### config.mk
export PLATFORM = sky130hd
export DESIGN_NAME = postfix_expression_evaluator_core
export DESIGN_NICKNAME = d
export VERILOG_FILES = /design/src/rtl/core/pfx_eval_pkg.sv /design/src/rtl/core/pfx_eval_stack.sv /design/src/rtl/core/pfx_eval_alu.sv /design/src/rtl/core/postfix_expression_evaluator_core.sv
export VERILOG_INCLUDE_DIRS = /design/src /design/src/rtl/core
export SDC_FILE = /design/constraint.sdc
export NUM_CORES = 2
export LEC_CHECK = 0
export ABC_AREA = 1
export BUFFER_PORTS_ARGS = -buffer_cell sky130_fd_sc_hd__buf_2
export CAP_MARGIN = 15
export CELL_PAD_IN_SITES_DETAIL_PLACEMENT = 0
export CELL_PAD_IN_SITES_GLOBAL_PLACEMENT = 1
export CORE_ASPECT_RATIO = 1.4
export CORE_MARGIN = 2
export CORE_UTILIZATION = 54
export CTS_BUF_LIST = sky130_fd_sc_hd__clkbuf_4 sky130_fd_sc_hd__clkbuf_8 sky130_fd_sc_hd__clkbuf_16
export DETAILED_ROUTE_END_ITERATION = 8
export HOLD_SLACK_MARGIN = 0.05
export PLACE_DENSITY_LB_ADDON = 0.1
export RECOVER_POWER = 50
export REMOVE_ABC_BUFFERS = 1
export SYNTH_ARGS = -nofsm -noshare
export SYNTH_HDL_FRONTEND = slang
export SYNTH_SLANG_ARGS = --single-unit
export TNS_END_PERCENT = 50
### constraint.sdc
create_clock -name clk -period 12.9 [get_ports clk]
set_input_delay 1.29 -clock clk [delete_from_list [all_inputs] [get_ports clk]]
set_output_delay 1.29 -clock clk [all_outputs]
set_load 0.1 [all_outputs]
### src/rtl/core/postfix_expression_evaluator_core_assert.svh
// assertion macros for the postfix evaluator core
// expects clk and rst_n in the scope of the module that includes this file
`ifndef POSTFIX_EXPRESSION_EVALUATOR_CORE_ASSERT_SVH
`define POSTFIX_EXPRESSION_EVALUATOR_CORE_ASSERT_SVH

// consequent must hold in the same cycle as the antecedent
`define PFX_ASSERT_HOLDS(label, ante, cons) \
    label: assert property (@(posedge clk) disable iff (!rst_n) (ante) |-> (cons)) \
        else $error("postfix evaluator check failed");

// consequent must hold in the cycle after the antecedent
`define PFX_ASSERT_NEXT(label, ante, cons) \
    label: assert property (@(posedge clk) disable iff (!rst_n) (ante) |=> (cons)) \
        else $error("postfix evaluator check failed");

`endif

### src/rtl/core/pfx_eval_pkg.sv
// shared constants, codes and types of the postfix evaluator core
// no dependencies
`default_nettype none

package pfx_eval_pkg;

    localparam int STACK_DEPTH = 16;
    localparam int FRAC_BITS   = 16;

    localparam int VAL_W  = 48;
    localparam int CNT_W  = $clog2(STACK_DEPTH + 1);
    localparam int ADDR_W = $clog2(STACK_DEPTH);
    localparam int DIV_W  = VAL_W + FRAC_BITS;
    localparam int MAG_W  = 2 * VAL_W;
    localparam int ITER_W = $clog2(DIV_W);
    localparam int ADD_W  = VAL_W + 2;
    localparam int MUL_STEPS = VAL_W;
    localparam int DIV_STEPS = DIV_W;

    localparam logic [1:0] KIND_OPERAND  = 2'd0;
    localparam logic [1:0] KIND_OPERATOR = 2'd1;
    localparam logic [1:0] KIND_END      = 2'd2;

    typedef enum logic [1:0] {
        OP_ADD = 2'd0,
        OP_SUB = 2'd1,
        OP_MUL = 2'd2,
        OP_DIV = 2'd3
    } op_t;

    typedef enum logic [1:0] {
        ST_OK       = 2'd0,
        ST_ILLEGAL  = 2'd1,
        ST_DIV_ZERO = 2'd2,
        ST_OVERFLOW = 2'd3
    } status_t;

    typedef enum logic [2:0] {
        S_IDLE,
        S_RD_Y,
        S_RD_X,
        S_LD_X,
        S_ALU_WAIT,
        S_END_RD,
        S_END_OUT
    } ctl_state_t;

    typedef enum logic [2:0] {
        A_IDLE,
        A_ADD,
        A_MUL,
        A_DIV,
        A_SIGN,
        A_DONE
    } alu_state_t;

    typedef struct packed {
        logic start;
        op_t  op;
    } alu_ctrl_t;

endpackage

`default_nettype wire

### src/rtl/core/pfx_eval_stack.sv
// value stack memory: one write port, one read port with registered data
// depends on pfx_eval_pkg
`default_nettype none

module pfx_eval_stack (
    input  wire logic                             clk,
    input  wire logic                             wr_en,
    input  wire logic [pfx_eval_pkg::ADDR_W-1:0]  wr_addr,
    input  wire logic [pfx_eval_pkg::VAL_W-1:0]   wr_data,
    input  wire logic                             rd_en,
    input  wire logic [pfx_eval_pkg::ADDR_W-1:0]  rd_addr,
    output logic      [pfx_eval_pkg::VAL_W-1:0]   rd_data
);
    import pfx_eval_pkg::*;

    logic [VAL_W-1:0] mem [STACK_DEPTH];

    always_ff @(posedge clk)
    begin
        if (wr_en)
        begin
            mem[wr_addr] <= wr_data;
        end
    end

    always_ff @(posedge clk)
    begin
        if (rd_en)
        begin
            rd_data <= mem[rd_addr];
        end
    end

endmodule

`default_nettype wire

### src/rtl/core/pfx_eval_alu.sv
// shared arithmetic unit: saturating add and subtract, bit-serial multiply
// and restoring divide, all through one adder; depends on pfx_eval_pkg
`default_nettype none

module pfx_eval_alu (
    input  wire logic                            clk,
    input  wire logic                            rst_n,
    input  wire pfx_eval_pkg::alu_ctrl_t         ctrl,
    input  wire logic [pfx_eval_pkg::VAL_W-1:0]  x,
    input  wire logic [pfx_eval_pkg::VAL_W-1:0]  y,
    output logic                                 done,
    output logic      [pfx_eval_pkg::VAL_W-1:0]  result
);
    import pfx_eval_pkg::*;

    localparam logic [VAL_W-1:0] VAL_MAX = {1'b0, {(VAL_W-1){1'b1}}};
    localparam logic [VAL_W-1:0] VAL_MIN = {1'b1, {(VAL_W-1){1'b0}}};

    function automatic logic [VAL_W-1:0] magnitude(input logic [VAL_W-1:0] v);
        logic [VAL_W-1:0] m;
        m = v[VAL_W-1] ? (~v + VAL_W'(1)) : v;
        return m;
    endfunction

    // sign a wide magnitude and clamp it to the value range
    function automatic logic [VAL_W-1:0] sign_sat(input logic [MAG_W-1:0] m,
                                                  input logic neg);
        logic             big;
        logic [VAL_W-1:0] r;
        big = |m[MAG_W-1:VAL_W-1];
        if (neg)
        begin
            r = big ? VAL_MIN : (~m[VAL_W-1:0] + VAL_W'(1));
        end
        else
        begin
            r = big ? VAL_MAX : m[VAL_W-1:0];
        end
        return r;
    endfunction

    alu_state_t         state_reg, state_next;
    op_t                op_reg, op_next;
    logic               neg_reg, neg_next;
    logic [ITER_W-1:0]  iter_reg, iter_next;
    logic [VAL_W-1:0]   x_reg, x_next;
    logic [VAL_W-1:0]   y_reg, y_next;
    logic [VAL_W-1:0]   a_reg, a_next;
    logic [VAL_W-1:0]   b_reg, b_next;
    logic [MAG_W-1:0]   prod_reg, prod_next;
    logic [VAL_W-1:0]   rem_reg, rem_next;
    logic [DIV_W-1:0]   dvd_reg, dvd_next;
    logic [VAL_W-1:0]   res_reg, res_next;

    logic [ADD_W-1:0]   add_a, add_b, add_sum;
    logic               add_sub;
    logic [VAL_W:0]     trial;
    logic               ge;
    logic [VAL_W-1:0]   mag_x, mag_y;

    assign mag_x = magnitude(x);
    assign mag_y = magnitude(y);
    assign trial = {rem_reg, dvd_reg[DIV_W-1]};

    // the one shared adder
    always_comb
    begin
        add_a   = '0;
        add_b   = '0;
        add_sub = 1'b0;
        unique case (state_reg)
            A_ADD:
            begin
                add_a   = {{2{x_reg[VAL_W-1]}}, x_reg};
                add_b   = {{2{y_reg[VAL_W-1]}}, y_reg};
                add_sub = (op_reg == OP_SUB);
            end
            A_MUL:
            begin
                add_a = {2'b00, prod_reg[MAG_W-1:VAL_W]};
                add_b = prod_reg[0] ? {2'b00, a_reg} : '0;
            end
            A_DIV:
            begin
                add_a   = {1'b0, trial};
                add_b   = {2'b00, b_reg};
                add_sub = 1'b1;
            end
            default:
            begin
                add_sub = 1'b0;
            end
        endcase
        add_sum = add_a + (add_sub ? ~add_b : add_b) + ADD_W'(add_sub);
    end

    // no borrow out of trial - divisor
    assign ge = ~add_sum[ADD_W-1];

    always_comb
    begin
        state_next = state_reg;
        unique case (state_reg)
            A_IDLE:
            begin
                if (ctrl.start)
                begin
                    unique case (ctrl.op)
                        OP_MUL:  state_next = A_MUL;
                        OP_DIV:  state_next = A_DIV;
                        default: state_next = A_ADD;
                    endcase
                end
            end
            A_ADD:   state_next = A_DONE;
            A_MUL:   state_next = (iter_reg == '0) ? A_SIGN : A_MUL;
            A_DIV:   state_next = (iter_reg == '0) ? A_SIGN : A_DIV;
            A_SIGN:  state_next = A_DONE;
            A_DONE:  state_next = A_IDLE;
            default: state_next = A_IDLE;
        endcase
    end

    always_comb
    begin
        op_next   = op_reg;
        neg_next  = neg_reg;
        iter_next = iter_reg;
        x_next    = x_reg;
        y_next    = y_reg;
        a_next    = a_reg;
        b_next    = b_reg;
        prod_next = prod_reg;
        rem_next  = rem_reg;
        dvd_next  = dvd_reg;
        res_next  = res_reg;
        unique case (state_reg)
            A_IDLE:
            begin
                if (ctrl.start)
                begin
                    op_next   = ctrl.op;
                    neg_next  = x[VAL_W-1] ^ y[VAL_W-1];
                    x_next    = x;
                    y_next    = y;
                    a_next    = mag_x;
                    b_next    = mag_y;
                    prod_next = {{VAL_W{1'b0}}, mag_y};
                    rem_next  = '0;
                    dvd_next  = DIV_W'(mag_x) << FRAC_BITS;
                    iter_next = (ctrl.op == OP_DIV) ? ITER_W'(DIV_STEPS - 1)
                                                    : ITER_W'(MUL_STEPS - 1);
                end
            end
            A_ADD:
            begin
                // in range when the two top bits of the true sum agree
                if (add_sum[VAL_W] == add_sum[VAL_W-1])
                begin
                    res_next = add_sum[VAL_W-1:0];
                end
                else
                begin
                    res_next = add_sum[VAL_W] ? VAL_MIN : VAL_MAX;
                end
            end
            A_MUL:
            begin
                prod_next = {add_sum[VAL_W:0], prod_reg[VAL_W-1:1]};
                iter_next = iter_reg - ITER_W'(1);
            end
            A_DIV:
            begin
                rem_next  = ge ? add_sum[VAL_W-1:0] : trial[VAL_W-1:0];
                dvd_next  = {dvd_reg[DIV_W-2:0], ge};
                iter_next = iter_reg - ITER_W'(1);
            end
            A_SIGN:
            begin
                if (op_reg == OP_MUL)
                begin
                    res_next = sign_sat(prod_reg >> FRAC_BITS, neg_reg);
                end
                else
                begin
                    res_next = sign_sat(MAG_W'(dvd_reg), neg_reg);
                end
            end
            default:
            begin
                res_next = res_reg;
            end
        endcase
    end

    always_ff @(posedge clk or negedge rst_n)
    begin
        if (!rst_n)
        begin
            state_reg <= A_IDLE;
        end
        else
        begin
            state_reg <= state_next;
        end
    end

    always_ff @(posedge clk)
    begin
        op_reg   <= op_next;
        neg_reg  <= neg_next;
        iter_reg <= iter_next;
        x_reg    <= x_next;
        y_reg    <= y_next;
        a_reg    <= a_next;
        b_reg    <= b_next;
        prod_reg <= prod_next;
        rem_reg  <= rem_next;
        dvd_reg  <= dvd_next;
        res_reg  <= res_next;
    end

    assign done   = (state_reg == A_DONE);
    assign result = res_reg;

endmodule

`default_nettype wire

### src/rtl/core/postfix_expression_evaluator_core.sv
// Postfix expression evaluator over signed Q32.16 values, one element per
// input transaction (tuser gives the kind). An operand is written to the
// stack as it is taken. An operator does up to two stack reads and one
// write around the shared arithmetic unit, whose shift-add multiply runs
// 48 steps and whose restoring divide runs 64 steps, one bit per cycle.
// An end element reads the bottom of the stack and then yields one result
// transaction; the block keeps taking elements while that result waits in
// the output register. The input is not ready while an operator or end
// element is being worked on.
// Depends on pfx_eval_pkg, pfx_eval_stack, pfx_eval_alu and the assert header.
`default_nettype none

`include "postfix_expression_evaluator_core_assert.svh"

module postfix_expression_evaluator_core (
    input  wire logic        clk,
    input  wire logic        rst_n,
    input  wire logic        s_tvalid,
    output logic             s_tready,
    input  wire logic [55:0] s_tdata,   // operand_value[47:0], op_code[49:48], zero pad
    input  wire logic [1:0]  s_tuser,   // kind[1:0]
    output logic             m_tvalid,
    input  wire logic        m_tready,
    output logic      [47:0] m_tdata,   // result_value[47:0]
    output logic      [1:0]  m_tuser    // status[1:0]
);
    import pfx_eval_pkg::*;

    ctl_state_t        state_reg, state_next;
    logic [CNT_W-1:0]  cnt_reg, cnt_next;
    status_t           err_reg, err_next;
    op_t               op_reg, op_next;
    logic [VAL_W-1:0]  y_reg, y_next;
    logic              binary_reg, binary_next;
    logic              out_valid_reg, out_valid_next;
    logic [VAL_W-1:0]  out_value_reg, out_value_next;
    status_t           out_status_reg, out_status_next;

    logic              accept;
    logic [1:0]        in_kind;
    logic [VAL_W-1:0]  in_value;
    op_t               in_op;
    logic [CNT_W-1:0]  cnt_m1, cnt_m2;
    logic              out_free;

    logic              wr_en, rd_en;
    logic [ADDR_W-1:0] wr_addr, rd_addr;
    logic [VAL_W-1:0]  wr_data, rd_data;

    alu_ctrl_t         alu_ctrl;
    logic [VAL_W-1:0]  alu_x, alu_y, alu_result;
    logic              alu_done;

    assign s_tready = (state_reg == S_IDLE);
    assign accept   = s_tvalid && s_tready;
    assign in_kind  = s_tuser;
    assign in_value = s_tdata[VAL_W-1:0];
    assign in_op    = op_t'(s_tdata[VAL_W+1:VAL_W]);
    assign cnt_m1   = cnt_reg - CNT_W'(1);
    assign cnt_m2   = cnt_reg - CNT_W'(2);
    assign out_free = !out_valid_reg || m_tready;

    // a lone value is negated as 0 - y
    assign alu_x = (state_reg == S_RD_X) ? '0 : rd_data;
    assign alu_y = (state_reg == S_RD_X) ? rd_data : y_reg;

    pfx_eval_stack u_stack (
        .clk     (clk),
        .wr_en   (wr_en),
        .wr_addr (wr_addr),
        .wr_data (wr_data),
        .rd_en   (rd_en),
        .rd_addr (rd_addr),
        .rd_data (rd_data)
    );

    pfx_eval_alu u_alu (
        .clk    (clk),
        .rst_n  (rst_n),
        .ctrl   (alu_ctrl),
        .x      (alu_x),
        .y      (alu_y),
        .done   (alu_done),
        .result (alu_result)
    );

    always_comb
    begin
        state_next = state_reg;
        unique case (state_reg)
            S_IDLE:
            begin
                if (accept)
                begin
                    if (in_kind == KIND_OPERATOR && err_reg == ST_OK && cnt_reg != '0)
                    begin
                        state_next = S_RD_Y;
                    end
                    else if (in_kind == KIND_END)
                    begin
                        state_next = S_END_RD;
                    end
                end
            end
            S_RD_Y:
            begin
                state_next = S_RD_X;
            end
            S_RD_X:
            begin
                if (cnt_reg == CNT_W'(1))
                begin
                    state_next = (op_reg == OP_SUB) ? S_ALU_WAIT : S_IDLE;
                end
                else
                begin
                    state_next = S_LD_X;
                end
            end
            S_LD_X:
            begin
                state_next = (op_reg == OP_DIV && y_reg == '0) ? S_IDLE : S_ALU_WAIT;
            end
            S_ALU_WAIT:
            begin
                state_next = alu_done ? S_IDLE : S_ALU_WAIT;
            end
            S_END_RD:
            begin
                state_next = S_END_OUT;
            end
            S_END_OUT:
            begin
                state_next = out_free ? S_IDLE : S_END_OUT;
            end
            default:
            begin
                state_next = S_IDLE;
            end
        endcase
    end

    always_comb
    begin
        cnt_next        = cnt_reg;
        err_next        = err_reg;
        op_next         = op_reg;
        y_next          = y_reg;
        binary_next     = binary_reg;
        out_valid_next  = out_valid_reg && !m_tready;
        out_value_next  = out_value_reg;
        out_status_next = out_status_reg;
        wr_en           = 1'b0;
        wr_addr         = cnt_reg[ADDR_W-1:0];
        wr_data         = in_value;
        rd_en           = 1'b0;
        rd_addr         = '0;
        alu_ctrl.start  = 1'b0;
        alu_ctrl.op     = op_reg;
        unique case (state_reg)
            S_IDLE:
            begin
                if (accept && err_reg == ST_OK)
                begin
                    priority if (in_kind == KIND_OPERAND)
                    begin
                        if (cnt_reg >= CNT_W'(STACK_DEPTH))
                        begin
                            err_next = ST_OVERFLOW;
                        end
                        else
                        begin
                            wr_en    = 1'b1;
                            cnt_next = cnt_reg + CNT_W'(1);
                        end
                    end
                    else if (in_kind == KIND_OPERATOR)
                    begin
                        if (cnt_reg == '0)
                        begin
                            err_next = ST_ILLEGAL;
                        end
                        else
                        begin
                            op_next = in_op;
                        end
                    end
                    else
                    begin
                        // end element and unused kind leave the stack alone here
                        op_next = op_reg;
                    end
                end
            end
            S_RD_Y:
            begin
                rd_en   = 1'b1;
                rd_addr = cnt_m1[ADDR_W-1:0];
            end
            S_RD_X:
            begin
                y_next = rd_data;
                if (cnt_reg == CNT_W'(1))
                begin
                    binary_next = 1'b0;
                    if (op_reg == OP_SUB)
                    begin
                        alu_ctrl.start = 1'b1;
                    end
                    else if (op_reg != OP_ADD)
                    begin
                        err_next = ST_ILLEGAL;
                    end
                end
                else
                begin
                    binary_next = 1'b1;
                    rd_en       = 1'b1;
                    rd_addr     = cnt_m2[ADDR_W-1:0];
                end
            end
            S_LD_X:
            begin
                if (op_reg == OP_DIV && y_reg == '0)
                begin
                    // both operands are consumed
                    cnt_next = cnt_m2;
                    err_next = ST_DIV_ZERO;
                end
                else
                begin
                    alu_ctrl.start = 1'b1;
                end
            end
            S_ALU_WAIT:
            begin
                if (alu_done)
                begin
                    wr_en   = 1'b1;
                    wr_data = alu_result;
                    if (binary_reg)
                    begin
                        wr_addr  = cnt_m2[ADDR_W-1:0];
                        cnt_next = cnt_m1;
                    end
                    else
                    begin
                        wr_addr = cnt_m1[ADDR_W-1:0];
                    end
                end
            end
            S_END_RD:
            begin
                rd_en   = 1'b1;
                rd_addr = '0;
            end
            S_END_OUT:
            begin
                if (out_free)
                begin
                    out_valid_next = 1'b1;
                    if (err_reg != ST_OK)
                    begin
                        out_status_next = err_reg;
                        out_value_next  = '0;
                    end
                    else if (cnt_reg != CNT_W'(1))
                    begin
                        out_status_next = ST_ILLEGAL;
                        out_value_next  = '0;
                    end
                    else
                    begin
                        out_status_next = ST_OK;
                        out_value_next  = rd_data;
                    end
                    cnt_next = '0;
                    err_next = ST_OK;
                end
            end
            default:
            begin
                rd_en = 1'b0;
            end
        endcase
    end

    always_ff @(posedge clk or negedge rst_n)
    begin
        if (!rst_n)
        begin
            state_reg     <= S_IDLE;
            cnt_reg       <= '0;
            err_reg       <= ST_OK;
            out_valid_reg <= 1'b0;
        end
        else
        begin
            state_reg     <= state_next;
            cnt_reg       <= cnt_next;
            err_reg       <= err_next;
            out_valid_reg <= out_valid_next;
        end
    end

    always_ff @(posedge clk)
    begin
        op_reg         <= op_next;
        y_reg          <= y_next;
        binary_reg     <= binary_next;
        out_value_reg  <= out_value_next;
        out_status_reg <= out_status_next;
    end

    assign m_tvalid = out_valid_reg;
    assign m_tdata  = out_value_reg;
    assign m_tuser  = out_status_reg;

    `PFX_ASSERT_HOLDS(a_cnt_bound, 1'b1, cnt_reg <= CNT_W'(STACK_DEPTH))
    `PFX_ASSERT_HOLDS(a_err_zero, m_tvalid && m_tuser != ST_OK, m_tdata == '0)
    `PFX_ASSERT_NEXT(a_end_busy, s_tvalid && s_tready && s_tuser == KIND_END, !s_tready)
    `PFX_ASSERT_HOLDS(a_alu_done_wait, alu_done, state_reg == S_ALU_WAIT)

endmodule

`default_nettype wire

==> run_results.csv <==
group,metric,value,unit
sta,drv_slew,663,
floorplan,die_area,129000,um^2
power,power.density,256,nW/um^2
global_routing,grtUsageTotal,0.362,
logic_synthesis,ys.flop_type,"edfxtp_1",
clocking,cts_buffer_depth,3,
clocking,cts_resized,0,
worst_hold_path,hp-class,"reg -> reg",
cells_and_area,instances_no_fill,8819,
logic_synthesis,synth_area_leaders,"edfxtp_1, nand2_1, inv_1",
logic_synthesis,synth_adder_area_share,0.0112,
drt,first_pass_iters,8,
cells_and_area,syn_to_final_growth,9.25,%
logic_synthesis,synth_xor_area_frac,0.0218,
sta,finalCritPeriodShare,0.657,
clocking,postCtsSetupRepairBufs,0,
sta,setup_viol,0,
setup_path,crit_type,"reg -> reg",
global_routing,grt_pass1_wl,334,mm
clocking,cts-root-buf,"clkbuf_16",
floorplan,die_width,304,um
clocking,ctsHtreeMaxLevel,4,
logic_synthesis,post_synth_and_or_nand_nor_area_fraction,0.187,
drt,dr.first_iter.drc_count,5827,
sta,max-slew-margin-rel,-1.70,
setup_path,endpoint_kind,"flop",
placement,dpl.cell_count,8570,
logic_synthesis,synth-seq-cells,1386,
global_routing,globalRoute.totalOverflow,0,
cells_and_area,largest_reg_flops,768,
power,leakage,0.0292,uW
setup_path,cp_max_fo,49,
logic_synthesis,synthCells,7086,
cells_and_area,final_layout_size_suffix_gt1_frac,0.0570,
sta,finClkSkew,34.7,ps
sta,layout_setup_ws,4430,ps
logic_synthesis,synth-edff-count,1324,
drt,wl_per_cell,26.7,um
setup_path,required,13420,ps
sta,fin_setup_tns,0,ps
power,finalPower,19000,uW
sta,finalHoldViolCount,0,
run_status,status,"finished with violations",
placement,dp_slack,5910,ps
floorplan,rows,154,
drt,ant_nets,0,
cells_and_area,fillers,10842,
clocking,postCtsHoldBufs,0,
global_routing,first_global_vias,49069,
clocking,clkTransAtPathRegs,70,ps
sta,fmax,118,MHz
logic_synthesis,avgSynthCellArea,9.59,um^2
drt,vias,52123,
flow_run,maxCapViolations,16,
logic_synthesis,synth_compound_area_frac,0.104,
logic_synthesis,syn_area,68000,um^2
power,ir_drop,0.257,mV
global_routing,antenna_found_initial,11,
placement,gp_congestion,1.02,
logic_synthesis,yosysUniqueCellTypes,61,
clocking,cts_buffers,136,
logic_synthesis,synthArstFlopShare,0.0101,
logic_synthesis,ys_warn_count,0,
clocking,clk_latency,810,ps
sta,worstMarginPinSlew,4040,ps
drt,drc,0,
drt,routed_via_density,5.91,
floorplan,start_util,0.542,
cells_and_area,nNetsFinal,7192,
floorplan,die_h,424,um
floorplan,num_io_pins,114,
logic_synthesis,netlist.area_leader.share,0.585,
sta,rsz0062_at_grt,"no",
run_status,violations,"capacitance limit, slew limit",
logic_synthesis,netlist_top_cells_count,"nand2_1, edfxtp_1, inv_1",
logic_synthesis,synth_area_leader_cell,"edfxtp_1",
drt,wl,235,mm
setup_path,cp_data_arrival_time,8990,ps
placement,dpl.hpwl,162,mm
floorplan,core,125000,um^2
logic_synthesis,yosys.cell_count.top_type,"nand2_1",
setup_path,start_kind,"flop",
logic_synthesis,synth.area.mux_share,0.000166,
global_routing,grt_max_degree,276,
logic_synthesis,synth_top_family_by_area,"simple AND/OR/NAND/NOR gates",
sta,period_needed,8470,ps
clocking,cts_tree,"yes",
logic_synthesis,seq_area_frac_synth,0.604,
sta,fin_hold_ws,513,ps
clocking,cts.sinks,1386,
placement,portBuffers,107,
==> final cells by class <==
class	instances	area (um^2)	area share
antenna	3	7.51	0.000101
clock buffer	171	3760	0.0507
clock inverter	75	731	0.00984
inverter	907	3420	0.0460
multi-input combinational	4459	22200	0.299
sequential	1386	41100	0.553
tap	1638	2050	0.0276
timing repair buffer	180	1010	0.0137
==> report_power, final <==
group | internal, uW | switching [uW]
clock | 2320 | 1750
combinational | 2000 | 6360
sequential | 6150 | 434
total | 10500 | 8540
==> metrics by stage <==
step | util | cell area (um^2)
after global routing | 0.592 | 74200
final | 0.592 | 74200
after floorplan | - | 66500
after global placement | 0.558 | 70000
after CTS | 0.594 | 74500
after detailed placement | 0.558 | 70000
==> routing by layer <==
| metal | GRT usage | up-vias | wire length (um) |
|---|---|---|---|
| met5 | 0 | - | 48 |
| met4 | 0.207 | 10 | 15100 |
| met3 | 0.0633 | 527 | 18900 |
| met2 | 0.601 | 2438 | 112000 |
| met1 | 0.448 | 25037 | 88700 |
| li1 | - | 24111 | - |
==> logic make-up (layout without fill, tap and decap cells) <==
kind of cell,Yosys count,in the layout
and+or+nand+nor,3068,3068
DFF,1386,1386
buffers and inverters,1241,1333
AOI/OAI and AO/OA,1162,1162
xor gates and xnor gates,168,168
adders and majority gates,60,60
muxes,1,1
other,0,3
==> path summary, 6_finish.rpt <==
path                         startpoint                  to  slack [ps]  cells past startpoint
min                          err_reg[0]          err_reg[0]         510                      2
min in group asynchronous         rst_n          cnt_reg[2]         640                      1
max in group asynchronous         rst_n          cnt_reg[0]       11670                      1
min reg2reg                  err_reg[0]          err_reg[0]         510                      2
max                        state_reg[0]  u_alu.prod_reg[23]        4430                     11
max reg2reg                state_reg[0]  u_alu.prod_reg[23]        4430                     11
==> cells in the final DEF, fill, tap and decap left out, drive strengths merged, types with 16 or more instances in the layout <==
| cell | Yosys | final |
|---|---|---|
| dfxtp | 48 | 48 |
| ha | 59 | 59 |
| inv | 905 | 907 |
| o211ai | 372 | 372 |
| o221ai | 30 | 30 |
| a21oi | 291 | 291 |
| clkbuf | 208 | 238 |
| xor2 | 152 | 152 |
| nor3 | 68 | 68 |
| edfxtp | 1324 | 1324 |
| nor2 | 654 | 654 |
| buf | 126 | 113 |
| nand2 | 1722 | 1722 |
| o21ai | 394 | 394 |
| nor4 | 50 | 50 |
| nand3 | 472 | 472 |
| clkinv | 2 | 59 |
| xnor2 | 16 | 16 |
| nand4 | 71 | 71 |
==> worst max-delay path, stage by stage (launching register included) <==
cell and delay [ps]:
dfrtp_1 400, inv_1 100, nand2_1 90, nor2_1 1330, clkbuf_1 2180, nor2_1 230, a21oi_4 230, clkbuf_1 1040
clkbuf_1 1350, nand2_1 400, xor2_1 590, o21ai_0 140
No activity file was read; power rests on OpenSTA's default activity.
